`config.mk`:
```
export PLATFORM = sky130hd
export DESIGN_NAME = dbl_cfg
export DESIGN_NICKNAME = d
export VERILOG_FILES = /design/src/sv/assert_macros.svh /design/src/sv/dbl_pkg.sv /design/src/sv/dbl_cfg.sv
export SDC_FILE = /design/constraint.sdc
export NUM_CORES = 1
export LEC_CHECK = 0
export BUFFER_PORTS_ARGS = -buffer_cell sky130_fd_sc_hd__clkbuf_2
export CAP_MARGIN = 40
export CORE_AREA = 2 2 72 74
export CTS_CLUSTER_SIZE = 10
export DETAILED_ROUTE_END_ITERATION = 6
export DIE_AREA = 0 0 74 76
export PLACE_DENSITY = 0.92
export SLEW_MARGIN = 20
export SYNTH_ARGS = -nofsm -noshare
export SYNTH_HDL_FRONTEND = slang
export SYNTH_SLANG_ARGS = --single-unit
```
`constraint.sdc`:
```
create_clock -name clk -period 16.3 [get_ports clk]
set_clock_uncertainty 0.2 [all_clocks]
set_input_delay 2.445 -clock clk [delete_from_list [all_inputs] [get_ports clk]]
set_output_delay 2.445 -clock clk [all_outputs]
set_load 0.01 [all_outputs]
```
`src/sv/assert_macros.svh`:
```
// Assertion helpers for the basin labeller.
// Each use sits on a line of its own; clk and rst must be in scope.
`ifndef ASSERT_MACROS_SVH
`define ASSERT_MACROS_SVH

// Clocked property, switched off while reset is high
`define DBL_ASSERT(lbl, prop, msg) \
  lbl: assert property (@(posedge clk) disable iff (rst) prop) else $error(msg);

// Condition that must never be seen at a clock edge
`define DBL_ASSERT_NEVER(lbl, cond, msg) \
  `DBL_ASSERT(lbl, !(cond), msg)

`endif

```
`src/sv/dbl_pkg.sv`:
```
// ----------------------------------------------------------------------------
// dbl_pkg
// Shared types and constants of the descent basin labeller: transfer
// payloads, grid geometry and operation / register codes.
// ----------------------------------------------------------------------------
`default_nettype none

package dbl_pkg;

  // Fixed field widths
  localparam int LABEL_W   = 13;
  localparam int INDEX_W   = 12;
  localparam int ELEV_W    = 16;
  localparam int GRID_W    = 7;
  localparam int TOTAL_W   = 2 * GRID_W;
  localparam int PADDR_W   = 3;
  localparam int PDATA_W   = 32;

  localparam logic [LABEL_W-1:0] LABEL_SAT   = '1;
  localparam logic [GRID_W-1:0]  GRID_RESET  = 7'd64;

  // Operation codes
  localparam logic OP_LOAD = 1'b0;
  localparam logic OP_READ = 1'b1;

  // Register indexes (paddr bit 2)
  localparam logic REG_GRID_ROWS = 1'b0;
  localparam logic REG_GRID_COLS = 1'b1;

  // Input item
  typedef struct packed {
    logic                     operation;
    logic [INDEX_W-1:0]       cell_index;
    logic signed [ELEV_W-1:0] elevation;
    logic                     last_load;
  } dbl_in_t;

  // Result item
  typedef struct packed {
    logic [LABEL_W-1:0] basin_label;
    logic               is_minimum;
    logic [LABEL_W-1:0] basin_count;
  } dbl_out_t;

  // Grid geometry in use, clamped to the legal range
  typedef struct packed {
    logic [GRID_W-1:0]  rows;
    logic [GRID_W-1:0]  cols;
    logic [TOTAL_W-1:0] total;
  } dbl_geom_t;

endpackage

`default_nettype wire

```
`src/sv/dbl_cfg.sv`:
```
// ----------------------------------------------------------------------------
// dbl_cfg
// APB register block for grid_rows / grid_cols. Clamps the written values
// to the legal range and derives the number of cells in use.
// ----------------------------------------------------------------------------
`default_nettype none

module dbl_cfg #(
  parameter int MAX_ROWS = 64,
  parameter int MAX_COLS = 64
) (
  input  wire logic                         clk,
  input  wire logic                         rst,
  input  wire logic                         psel,
  input  wire logic                         penable,
  input  wire logic                         pwrite,
  input  wire logic [dbl_pkg::PADDR_W-1:0]  paddr,
  input  wire logic [dbl_pkg::PDATA_W-1:0]  pwdata,
  output logic      [dbl_pkg::PDATA_W-1:0]  prdata,
  output logic                              pready,
  output dbl_pkg::dbl_geom_t                geom
);

  logic [dbl_pkg::GRID_W-1:0] grid_rows;
  logic [dbl_pkg::GRID_W-1:0] grid_cols;
  logic                       reg_sel;
  logic                       wr_en;

  assign pready  = 1'b1;
  assign reg_sel = paddr[2];
  assign wr_en   = psel && penable && pwrite && pready;

  // Register writes
  always_ff @(posedge clk) begin
    if (rst) begin
      grid_rows <= dbl_pkg::GRID_RESET;
      grid_cols <= dbl_pkg::GRID_RESET;
    end else if (wr_en) begin
      unique case (reg_sel)
        dbl_pkg::REG_GRID_ROWS: grid_rows <= pwdata[dbl_pkg::GRID_W-1:0];
        dbl_pkg::REG_GRID_COLS: grid_cols <= pwdata[dbl_pkg::GRID_W-1:0];
      endcase
    end
  end

  // Read-back
  always_comb begin
    unique case (reg_sel)
      dbl_pkg::REG_GRID_ROWS: prdata = dbl_pkg::PDATA_W'(grid_rows);
      dbl_pkg::REG_GRID_COLS: prdata = dbl_pkg::PDATA_W'(grid_cols);
    endcase
  end

  // Clamp: zero is used as one, above the maximum is used as the maximum
  always_comb begin
    if (grid_rows == '0)
      geom.rows = dbl_pkg::GRID_W'(1);
    else if (32'(grid_rows) > MAX_ROWS)
      geom.rows = dbl_pkg::GRID_W'(MAX_ROWS);
    else
      geom.rows = grid_rows;

    if (grid_cols == '0)
      geom.cols = dbl_pkg::GRID_W'(1);
    else if (32'(grid_cols) > MAX_COLS)
      geom.cols = dbl_pkg::GRID_W'(MAX_COLS);
    else
      geom.cols = grid_cols;

    geom.total = dbl_pkg::TOTAL_W'(geom.rows) * dbl_pkg::TOTAL_W'(geom.cols);
  end

endmodule

`default_nettype wire

```
==> flow_metrics.py, run 1 <==
metrics = {
    "status": {
        "status": "complete, no violations",
    },
    "logic_synthesis": {
        "synthArstFlopShare_pct": 0,
        "synth_cell_types": 37,
        "ys_warn_count": 0,
        "ys.flop_type": "dfxtp_1",
        "synth_top_area_share_pct": 19.5,
        "postSynthAreaPerCell_um2": 8.24,
        "synth_edf_count": 0,
        "synthTopCellsByArea": "fa_1, ha_1, dfxtp_1",
        "yosysTopAreaCell": "fa_1",
        "yosysSeqAreaShare_pct": 11.4,
        "syn-cell-area_um2": 2460,
        "syn-instance-count": 299,
        "ys_ff_latch": 14,
    },
    "clock_network": {
        "cts_buffers": 3,
        "cts_num_sinks": 14,
        "cts_setup_buffers": 0,
        "htreeDepth": 1,
        "hold_buffers": 0,
        "cts_tree": "done",
        "cts_buffer_depth": 2,
        "root_buffer": "clkbuf_8",
        "clk_pin_slew_ps": 60,
        "cts_resized": 0,
        "clk_latency_ps": 250,
    },
    "die": {
        "die_area_um2": 5620,
        "die_h_um": 76,
        "core_um2": 4910,
        "start_util_pct": 50.2,
        "top_level_ports": 101,
        "rows": 26,
        "die_x_um": 74,
    },
    "setup_path": {
        "crit_path_end_kind": "primary output",
        "startpoint": "grid_rows[1]",
        "worstPathRequired_ps": 13650,
        "critPathTopFamily": "adder cells",
        "crit_buf_inv": 5,
        "path_cells": "or4_1, nor2_1, o21bai_1, inv_1, nand2_1, fa_1, fa_1, inv_1, fa_1, inv_1, fa_1, inv_1, ha_1, and3_4, a2111oi_4, a21oi_2, a41oi_2, xnor2_1, clkbuf_2",
        "cp_slowest_cell": "fa_1",
        "crit_path_start_kind": "register",
        "slowest_delay_ps": 560,
        "critPathKind": "register to primary output",
        "path_max_fanout": 6,
        "ff2ff_setup_slack_ps": 15040,
        "cp.arrival_ps": 5540,
        "r2r-start": "grid_rows[6]",
    },
    "finish": {
        "syn_to_final_growth_pct": 10.0,
        "drive_gt1_share_pct": 18.5,
        "multi_input_area_um2": 1910,
        "fin_area_um2": 2710,
        "seqCellArea_um2": 280,
        "diodes": 0,
        "nNetsFinal": 438,
        "nFillCells": 449,
    },
    "routing": {
        "drtIter0Drc": 73,
        "num_vias": 2066,
        "drtPass1Iterations": 4,
        "vias_per_cell": 5.03,
        "drtAntennaViolNets": 0,
        "avgRoutedWirePerCell_um": 12.4,
        "drc": 0,
        "wirelength_um": 5080,
    },
    "placement": {
        "place_area_um2": 2660,
        "hpwl_um": 4350,
        "io_buffers": 47,
        "gp_congestion": 0.862,
        "pre_cts_slack_ps": 8380,
    },
    "global_route": {
        "first_global_vias": 1959,
        "grt_remaining_overflow": 0,
        "track_usage_pct": 18.6,
        "grt_max_degree": 17,
        "grt_pass1_wl_um": 8520,
        "antenna_found_initial": 0,
    },
    "timing": {
        "rsz0062_at_grt": "false",
        "post-route-period-util_pct": 50.2,
        "drv_slew": 0,
        "max-slew-margin-rel_pct": 65.3,
        "setup-violations-final": 0,
        "setup_ws_ps": 8120,
        "setup_tns_ps": 0,
        "period_needed_ps": 8180,
        "finalHoldViolCount": 0,
        "fmax_mhz": 122,
        "worst_pin_slew_ps": 520,
    },
    "power_and_ir_drop": {
        "p_per_area_nw_per_um2": 30.9,
        "p_leak_nw": 1.55,
        "power_mw": 0.0837,
        "ir_drop_mv": 0.0664,
    },
    "min_path": {
        "hold_start": "grid_cols[0]",
        "hp-class": "register to register",
    },
    "run": {
        "maxCapViolations": 0,
    },
}
[cell type report]
class,instances,share of cell area [%]
clock buffers,4,2.03
inverters,37,5.12
multi-input cells,239,70.6
flip-flops and latches,14,10.3
well taps,70,3.23
repair buffers,47,8.68
[power by group]
part	internal, mW	total (mW)	leakage (nW)	switching (mW)
combinational	0.00501	0.0141	1.40	0.00909
clock	0.0214	0.0333	0.0288	0.0119
sequential	0.0351	0.0363	0.113	0.00124
total	0.0615	0.0837	1.55	0.0222
[state kept, by name (all words and copies together), names as in the netlist]
register   count
grid_cols      7
grid_rows      7
[tightest hold or removal path, delay by kind of cell (launching register included)]
family | cells | cell delay, ps
flops | 1 | 330
simple gates | 1 | 60
compound gates | 1 | 60
[cells in the final DEF (no fill, tap or decap), types with 6 or more instances in the layout]
master	instances
clkbuf_2	47
inv_1	37
nor2_1	34
nand2_1	32
ha_1	32
conb_1	26
fa_1	24
a21oi_1	14
dfxtp_1	14
and2_1	11
nand2b_1	10
xnor2_1	7
mux2_2	7
mux2i_1	6
[cell usage after synthesis (2+ instances only)]
cell type  instances
conb_1             2
nor2_1            34
or4_1              2
mux2_2             7
inv_1             37
o21bai_1           3
nand2b_1          10
and2_1            11
nand4_1            4
dfxtp_1           14
nand3_1            2
a21oi_1           14
mux2i_1            6
xor2_1             4
o21ai_0            2
buf_4             26
xnor2_1            7
fa_1              24
nand2_1           32
nor3_1             2
clkbuf_1           7
ha_1              32
a21o_1             3
[through the flow]
step                cells  utilization, %  hold slack [ps]
global placement      407            54.1              266
detailed placement    407            54.1              283
global route          411            55.2              308
finish                411            55.2              289
CTS                   411            55.2              291
floorplan             323               -              240
[kinds of logic after synthesis]
group | count (synthesis) | synth area share [%]
other cells | 2 | 0.305
simple gates | 103 | 19.6
mux | 13 | 5.63
fa+ha+maj | 56 | 35.7
flops | 14 | 11.4
compound gates | 30 | 8.83
xor+xnor | 11 | 3.91
buf+inv | 70 | 14.6
[path summary, 6_finish.rpt]
| check | depth (start not counted) | end |
|---|---|---|
| hold / removal | 2 | grid_cols[0] |
| hold reg to reg | 2 | grid_cols[0] |
| setup / recovery | 19 | geom[13] |
| setup reg to reg | 2 | grid_rows[6] |
[layer usage]
| metal | wire length (um) | global-route usage (%) |
|---|---|---|
| met1 | 2150 | 25.3 |
| met2 | 2550 | 31.1 |
| met3 | 360 | 3.97 |
| met4 | 28 | 2.00 |
| met5 | 0 | 0 |
Note: power is estimated with default switching activity, not from simulation.
==> run 2, diff against run 1 <==
- CORE_AREA: 2 2 72 74 -> 2 2 78 80
- DIE_AREA: 0 0 74 76 -> 0 0 80 82
- PLACE_DENSITY: 0.92 -> 0.84
- clock period: 16.3 -> 6.6 ns (I/O delays scaled with it)
==> run 2 against run 1 <==
  * Cell count rose by 2.2%
  * Flip-flop and latch count did not move
  * Hold slack improved by 2.6 ps
  * Largest cell class unchanged
  * Design area rose by 2.7%
  * Sequential share of layout area fell by 0.18 points
  * Highest routed layer unchanged
  * Wire length rose by 3.3%
  * Power rose to 2.5 times the previous value
  * Sequential power rose by 150%
  * Core utilization fell by 6.7 points
  * Die area rose by 17%
  * Combinational power rose to 2.6 times the previous value
==> flow_metrics.py, run 2 (synthesized netlist as in run 1, its figures left out) <==
metrics = {
    "status": {
        "status": "complete, no violations",
    },
    "clock_network": {
        "cts_tree": "done",
        "cts_buffers": 3,
        "clk_pin_slew_ps": 60,
        "clk_latency_ps": 250,
        "hold_buffers": 0,
        "cts_num_sinks": 14,
        "cts_buffer_depth": 2,
        "htreeDepth": 1,
        "root_buffer": "clkbuf_8",
    },
    "die": {
        "die_h_um": 82,
        "top_level_ports": 101,
        "rows": 28,
        "die_area_um2": 6560,
        "core_um2": 5750,
        "die_x_um": 80,
        "start_util_pct": 42.9,
    },
    "timing": {
        "setup-violations-final": 0,
        "period_needed_ps": 6410,
        "fmax_mhz": 156,
        "worst_pin_slew_ps": 502,
        "drv_slew": 0,
        "post-route-period-util_pct": 97.1,
        "max-slew-margin-rel_pct": 66.4,
        "setup_tns_ps": 0,
        "finalHoldViolCount": 0,
    },
    "power_and_ir_drop": {
        "power_mw": 0.209,
        "ir_drop_mv": 0.138,
        "p_per_area_nw_per_um2": 75.2,
        "p_leak_nw": 1.57,
    },
    "finish": {
        "drive_gt1_share_pct": 21.4,
        "diodes": 0,
        "final_common_cell": "clkbuf_2",
        "top_regs": "grid_cols: 7 flops, grid_rows: 7 flops",
        "syn_to_final_growth_pct": 12.9,
        "nNetsFinal": 442,
        "layout_common_cells": "clkbuf_2, inv_1, nor2_1",
        "fin_area_um2": 2780,
    },
    "routing": {
        "vias_per_cell": 4.90,
        "avgRoutedWirePerCell_um": 12.5,
        "top_layer": "met4",
        "drtAntennaViolNets": 0,
        "num_vias": 2059,
        "wirelength_um": 5250,
        "drtPass1Iterations": 4,
        "drc": 0,
        "wl_met2_um": 2540,
        "wl_met3_um": 384,
        "drtIter0Drc": 69,
        "wl_met1_um": 2250,
    },
    "global_route": {
        "track_usage_pct": 16.3,
        "antenna_found_initial": 0,
        "grt_remaining_overflow": 0,
        "grt_pass1_wl_um": 8690,
        "grt_max_degree": 17,
        "first_global_vias": 1930,
    },
    "run": {
        "maxCapViolations": 0,
    },
    "setup_path": {
        "critPathKind": "register to primary output",
        "cp.arrival_ps": 5220,
        "crit_path_end_kind": "primary output",
        "worstPathRequired_ps": 5410,
        "path_max_fanout": 5,
        "crit_path_start_kind": "register",
    },
    "placement": {
        "io_buffers": 47,
        "gp_congestion": 0.906,
        "hpwl_um": 4480,
        "place_area_um2": 2680,
    },
    "min_path": {
        "hp-class": "register to register",
    },
}
run 2: cell types whose count changed in the layout (fill, tap and decap cells not counted), sizes merged:
cell / delta
buf: +6
clkbuf: -2
run 2: critical path, stage by stage, from the launching register on:
cell and delay [ps]:
dfxtp_2 330, or4_4 540, nor2_4 110, o21bai_1 80, inv_1 130, nand2_1 90
fa_1 530, fa_1 550, inv_1 50, fa_1 520, inv_1 50, fa_1 530
inv_1 70, ha_4 250, and3_4 150, a2111oi_4 390, a21oi_2 160, a41oi_2 160
xnor2_1 130, buf_2 140
run 2: stage by stage:
step,hold WS [ps],utilization [%],std cells,worst slack (ps)
floorplan,240,-,323,529
global placement,266,46.6,414,319
detailed placement,280,46.6,414,273
CTS,292,47.6,418,54.9
global route,328,48.5,420,-35.3
finish,291,48.5,420,190
run 2: repair_timing:
item / 4_1_cts / 5_1_grt
hold endpoints to repair: 0 / 0
gates resized for setup: 0 / 11
setup buffers: 0 / 2
endpoints found under the setup margin: 1 / 4
pin swaps: 1 / 7
run 2: final cells by class:
class / instances / area [um^2]
multi-input combinational: 239 / 1950
inverter: 37 / 139
fill: 548 / 2960
sequential: 14 / 283
tap: 75 / 93.8
timing repair buffer: 51 / 265
clock buffer: 4 / 55.1
run 2: path summary, 6_finish.rpt:
kind | from | to | slack [ps] | cells after the start
worst max-delay path | grid_rows[1] | geom[13] | 190 | 19
worst min-delay path | grid_cols[3] | grid_cols[3] | 290 | 2
worst max register to register | grid_rows[6] | grid_rows[6] | 5370 | 2
worst min register to register | grid_cols[3] | grid_cols[3] | 290 | 2
run 2: metal layers:
layer,GRT usage (%),vias up
li1,-,1005
met4,2.71,0
met1,22.2,969
met2,27.2,75
met3,3.30,10
met5,0,-
run 2: power breakdown:
part	total, mW	switching, mW	internal [mW]
Sequential	0.0899	0.00324	0.0866
Clock	0.0831	0.0302	0.0529
Combinational	0.0363	0.0223	0.0140
Total	0.209	0.0558	0.154
==> run 3, diff against run 2 <==
- clock period: 6.6 -> 5.89 ns (I/O delays scaled with it)
==> run 3 against run 2 <==
  * The flow now finishes with violations (setup timing)
  * Power increased by 13%
  * Clock power grew 11%
  * Critical endpoint unchanged
  * Via count up 4.1%
  * Cell count increased by 3.8%
  * Setup slack got worse by 200 ps
  * First-iteration DRC count grew 13%
==> flow_metrics.py, run 3 (synthesized netlist as in run 1, its figures left out) <==
metrics = {
    "status": {
        "failed_checks": "setup timing",
        "status": "finished with violations",
    },
    "setup_path": {
        "r2r-start": "grid_rows[6]",
        "slowest_delay_ps": 540,
        "reg2regPathDepth": 2,
        "path_common_cell": "fa_1",
        "crit_buf_inv": 5,
        "cp.arrival_ps": 4820,
        "cp_slowest_cell": "or4_4",
        "crit_path_end_kind": "primary output",
        "critPathTopFamily": "adder cells",
        "r2r_end": "grid_rows[6]",
        "crit_path_start_kind": "register",
        "ff2ff_setup_slack_ps": 4800,
        "path_cells": "or4_4, nor2_4, o21bai_2, inv_2, nand2_2, fa_1, fa_1, inv_1, fa_1, inv_1, fa_1, inv_2, ha_4, and2_4, a2111oi_4, a21oi_2, a41oi_2, xnor2_2, buf_2",
        "critPathKind": "register to primary output",
        "worstPathRequired_ps": 4810,
        "path_max_fanout": 5,
    },
    "min_path": {
        "hold_path_end": "grid_cols[0]",
        "hold_start": "grid_cols[0]",
        "hp-class": "register to register",
        "hold_path_depth": 2,
    },
    "timing": {
        "rsz0062_at_grt": "true",
        "max-slew-margin-rel_pct": 65.2,
        "hold_slack_ps": 277,
        "setup-violations-final": 1,
        "finalHoldViolCount": 0,
        "period_needed_ps": 5900,
        "setup_ws_ps": -12.5,
        "fmax_mhz": 169,
        "worst_pin_slew_ps": 520,
        "post-route-period-util_pct": 100,
        "drv_slew": 0,
    },
    "clock_network": {
        "cts_buffers": 3,
        "cts_num_sinks": 14,
        "root_buffer": "clkbuf_8",
        "clk_pin_slew_ps": 60,
        "htreeDepth": 1,
        "clk_latency_ps": 240,
        "cts_tree": "done",
        "cts_buffer_depth": 2,
    },
    "placement": {
        "dpl.cell_count": 431,
        "gp_congestion": 0.968,
        "io_buffers": 47,
        "hpwl_um": 4540,
    },
    "routing": {
        "wl_met3_um": 375,
        "num_vias": 2144,
        "vias_per_cell": 4.92,
        "drtPass1Iterations": 4,
        "wl_met2_um": 2670,
        "avgRoutedWirePerCell_um": 12.5,
        "drtIter0Drc": 78,
        "drc": 0,
        "wirelength_um": 5450,
        "drtAntennaViolNets": 0,
        "top_layer": "met4",
        "wl_met1_um": 2360,
    },
    "finish": {
        "seqCellArea_um2": 283,
        "top_regs": "grid_cols: 7 flops, grid_rows: 7 flops",
        "drive_gt1_share_pct": 27.4,
        "final_common_cell": "clkbuf_2",
        "nNetsFinal": 458,
        "diodes": 0,
        "layout_common_cells": "clkbuf_2, inv_1, nor2_1",
        "fin_util_pct": 51.1,
        "nFillCells": 551,
        "syn_to_final_growth_pct": 19.1,
        "final_cells": 436,
        "multi_input_area_um2": 1980,
    },
    "global_route": {
        "track_usage_pct": 16.2,
        "grt_max_degree": 15,
        "grt_pass1_wl_um": 8650,
        "first_global_vias": 1909,
        "antenna_found_initial": 0,
        "grt_remaining_overflow": 0,
    },
    "die": {
        "die_x_um": 80,
        "core_um2": 5750,
        "rows": 28,
        "die_h_um": 82,
        "die_area_um2": 6560,
        "start_util_pct": 42.9,
        "top_level_ports": 101,
    },
    "power_and_ir_drop": {
        "p_per_area_nw_per_um2": 80.8,
        "ir_drop_mv": 0.189,
        "p_leak_nw": 1.65,
    },
    "run": {
        "maxCapViolations": 0,
    },
}
-- run 3: layout make-up --
class                   instances  share of cell area, %
well taps                      75                   3.20
repair buffers                 67                   13.1
clock buffers                   4                   1.88
flip-flops and latches         14                   9.63
inverters                      37                   4.73
multi-input cells             239                   67.4
-- run 3: worst max path at each step --
stage	endpoint	startpoint	cells past startpoint	slack, ps
6_report	geom[13]	grid_rows[4]	19	-10
5_1_grt	geom[13]	grid_rows[4]	19	-160
4_1_cts	geom[13]	grid_rows[4]	19	-100
3_5_place_dp	geom[13]	grid_rows[1]	19	-160
3_3_place_gp	geom[13]	grid_rows[1]	19	-90
2_1_floorplan	geom[11]	grid_rows[1]	18	30
-- run 3: report_power, final --
group	switching [mW]	internal, mW
Sequential	0.00251	0.0971
Combinational	0.0274	0.0178
Clock	0.0333	0.0592
-- run 3: routing by layer --
layer | up-vias | global-route usage, %
li1 | 1034 | -
met1 | 1024 | 22.9
met2 | 80 | 27.3
met3 | 6 | 2.42
met4 | 0 | 1.53
met5 | - | 0
-- run 3: repair_timing --
action	4_1_cts	5_1_grt
hold endpoints to repair	0	0
gates resized for setup	5	17
setup buffers	1	0
hold buffers	0	0
setup endpoints to repair	6	7
pin swaps	15	11
-- run 3: metrics by stage --
step           setup TNS (ps)  setup WS, ps  instance area (um^2)  total power, mW
3_3_place_gp             -237         -94.7                  2820            0.143
3_5_place_dp             -477          -157                  2820            0.144
6_report                -12.5         -12.5                  2940            0.237
4_1_cts                  -188          -102                  2900            0.237
5_1_grt                  -595          -159                  2940            0.250
2_1_floorplan               0          33.6                  2570            0.141
-- run 3: worst register-to-register path, cell delays in order, from the launching register on --
cell	delay, ps
dfxtp_2	360
nor2b_1	140
a211o_1	280
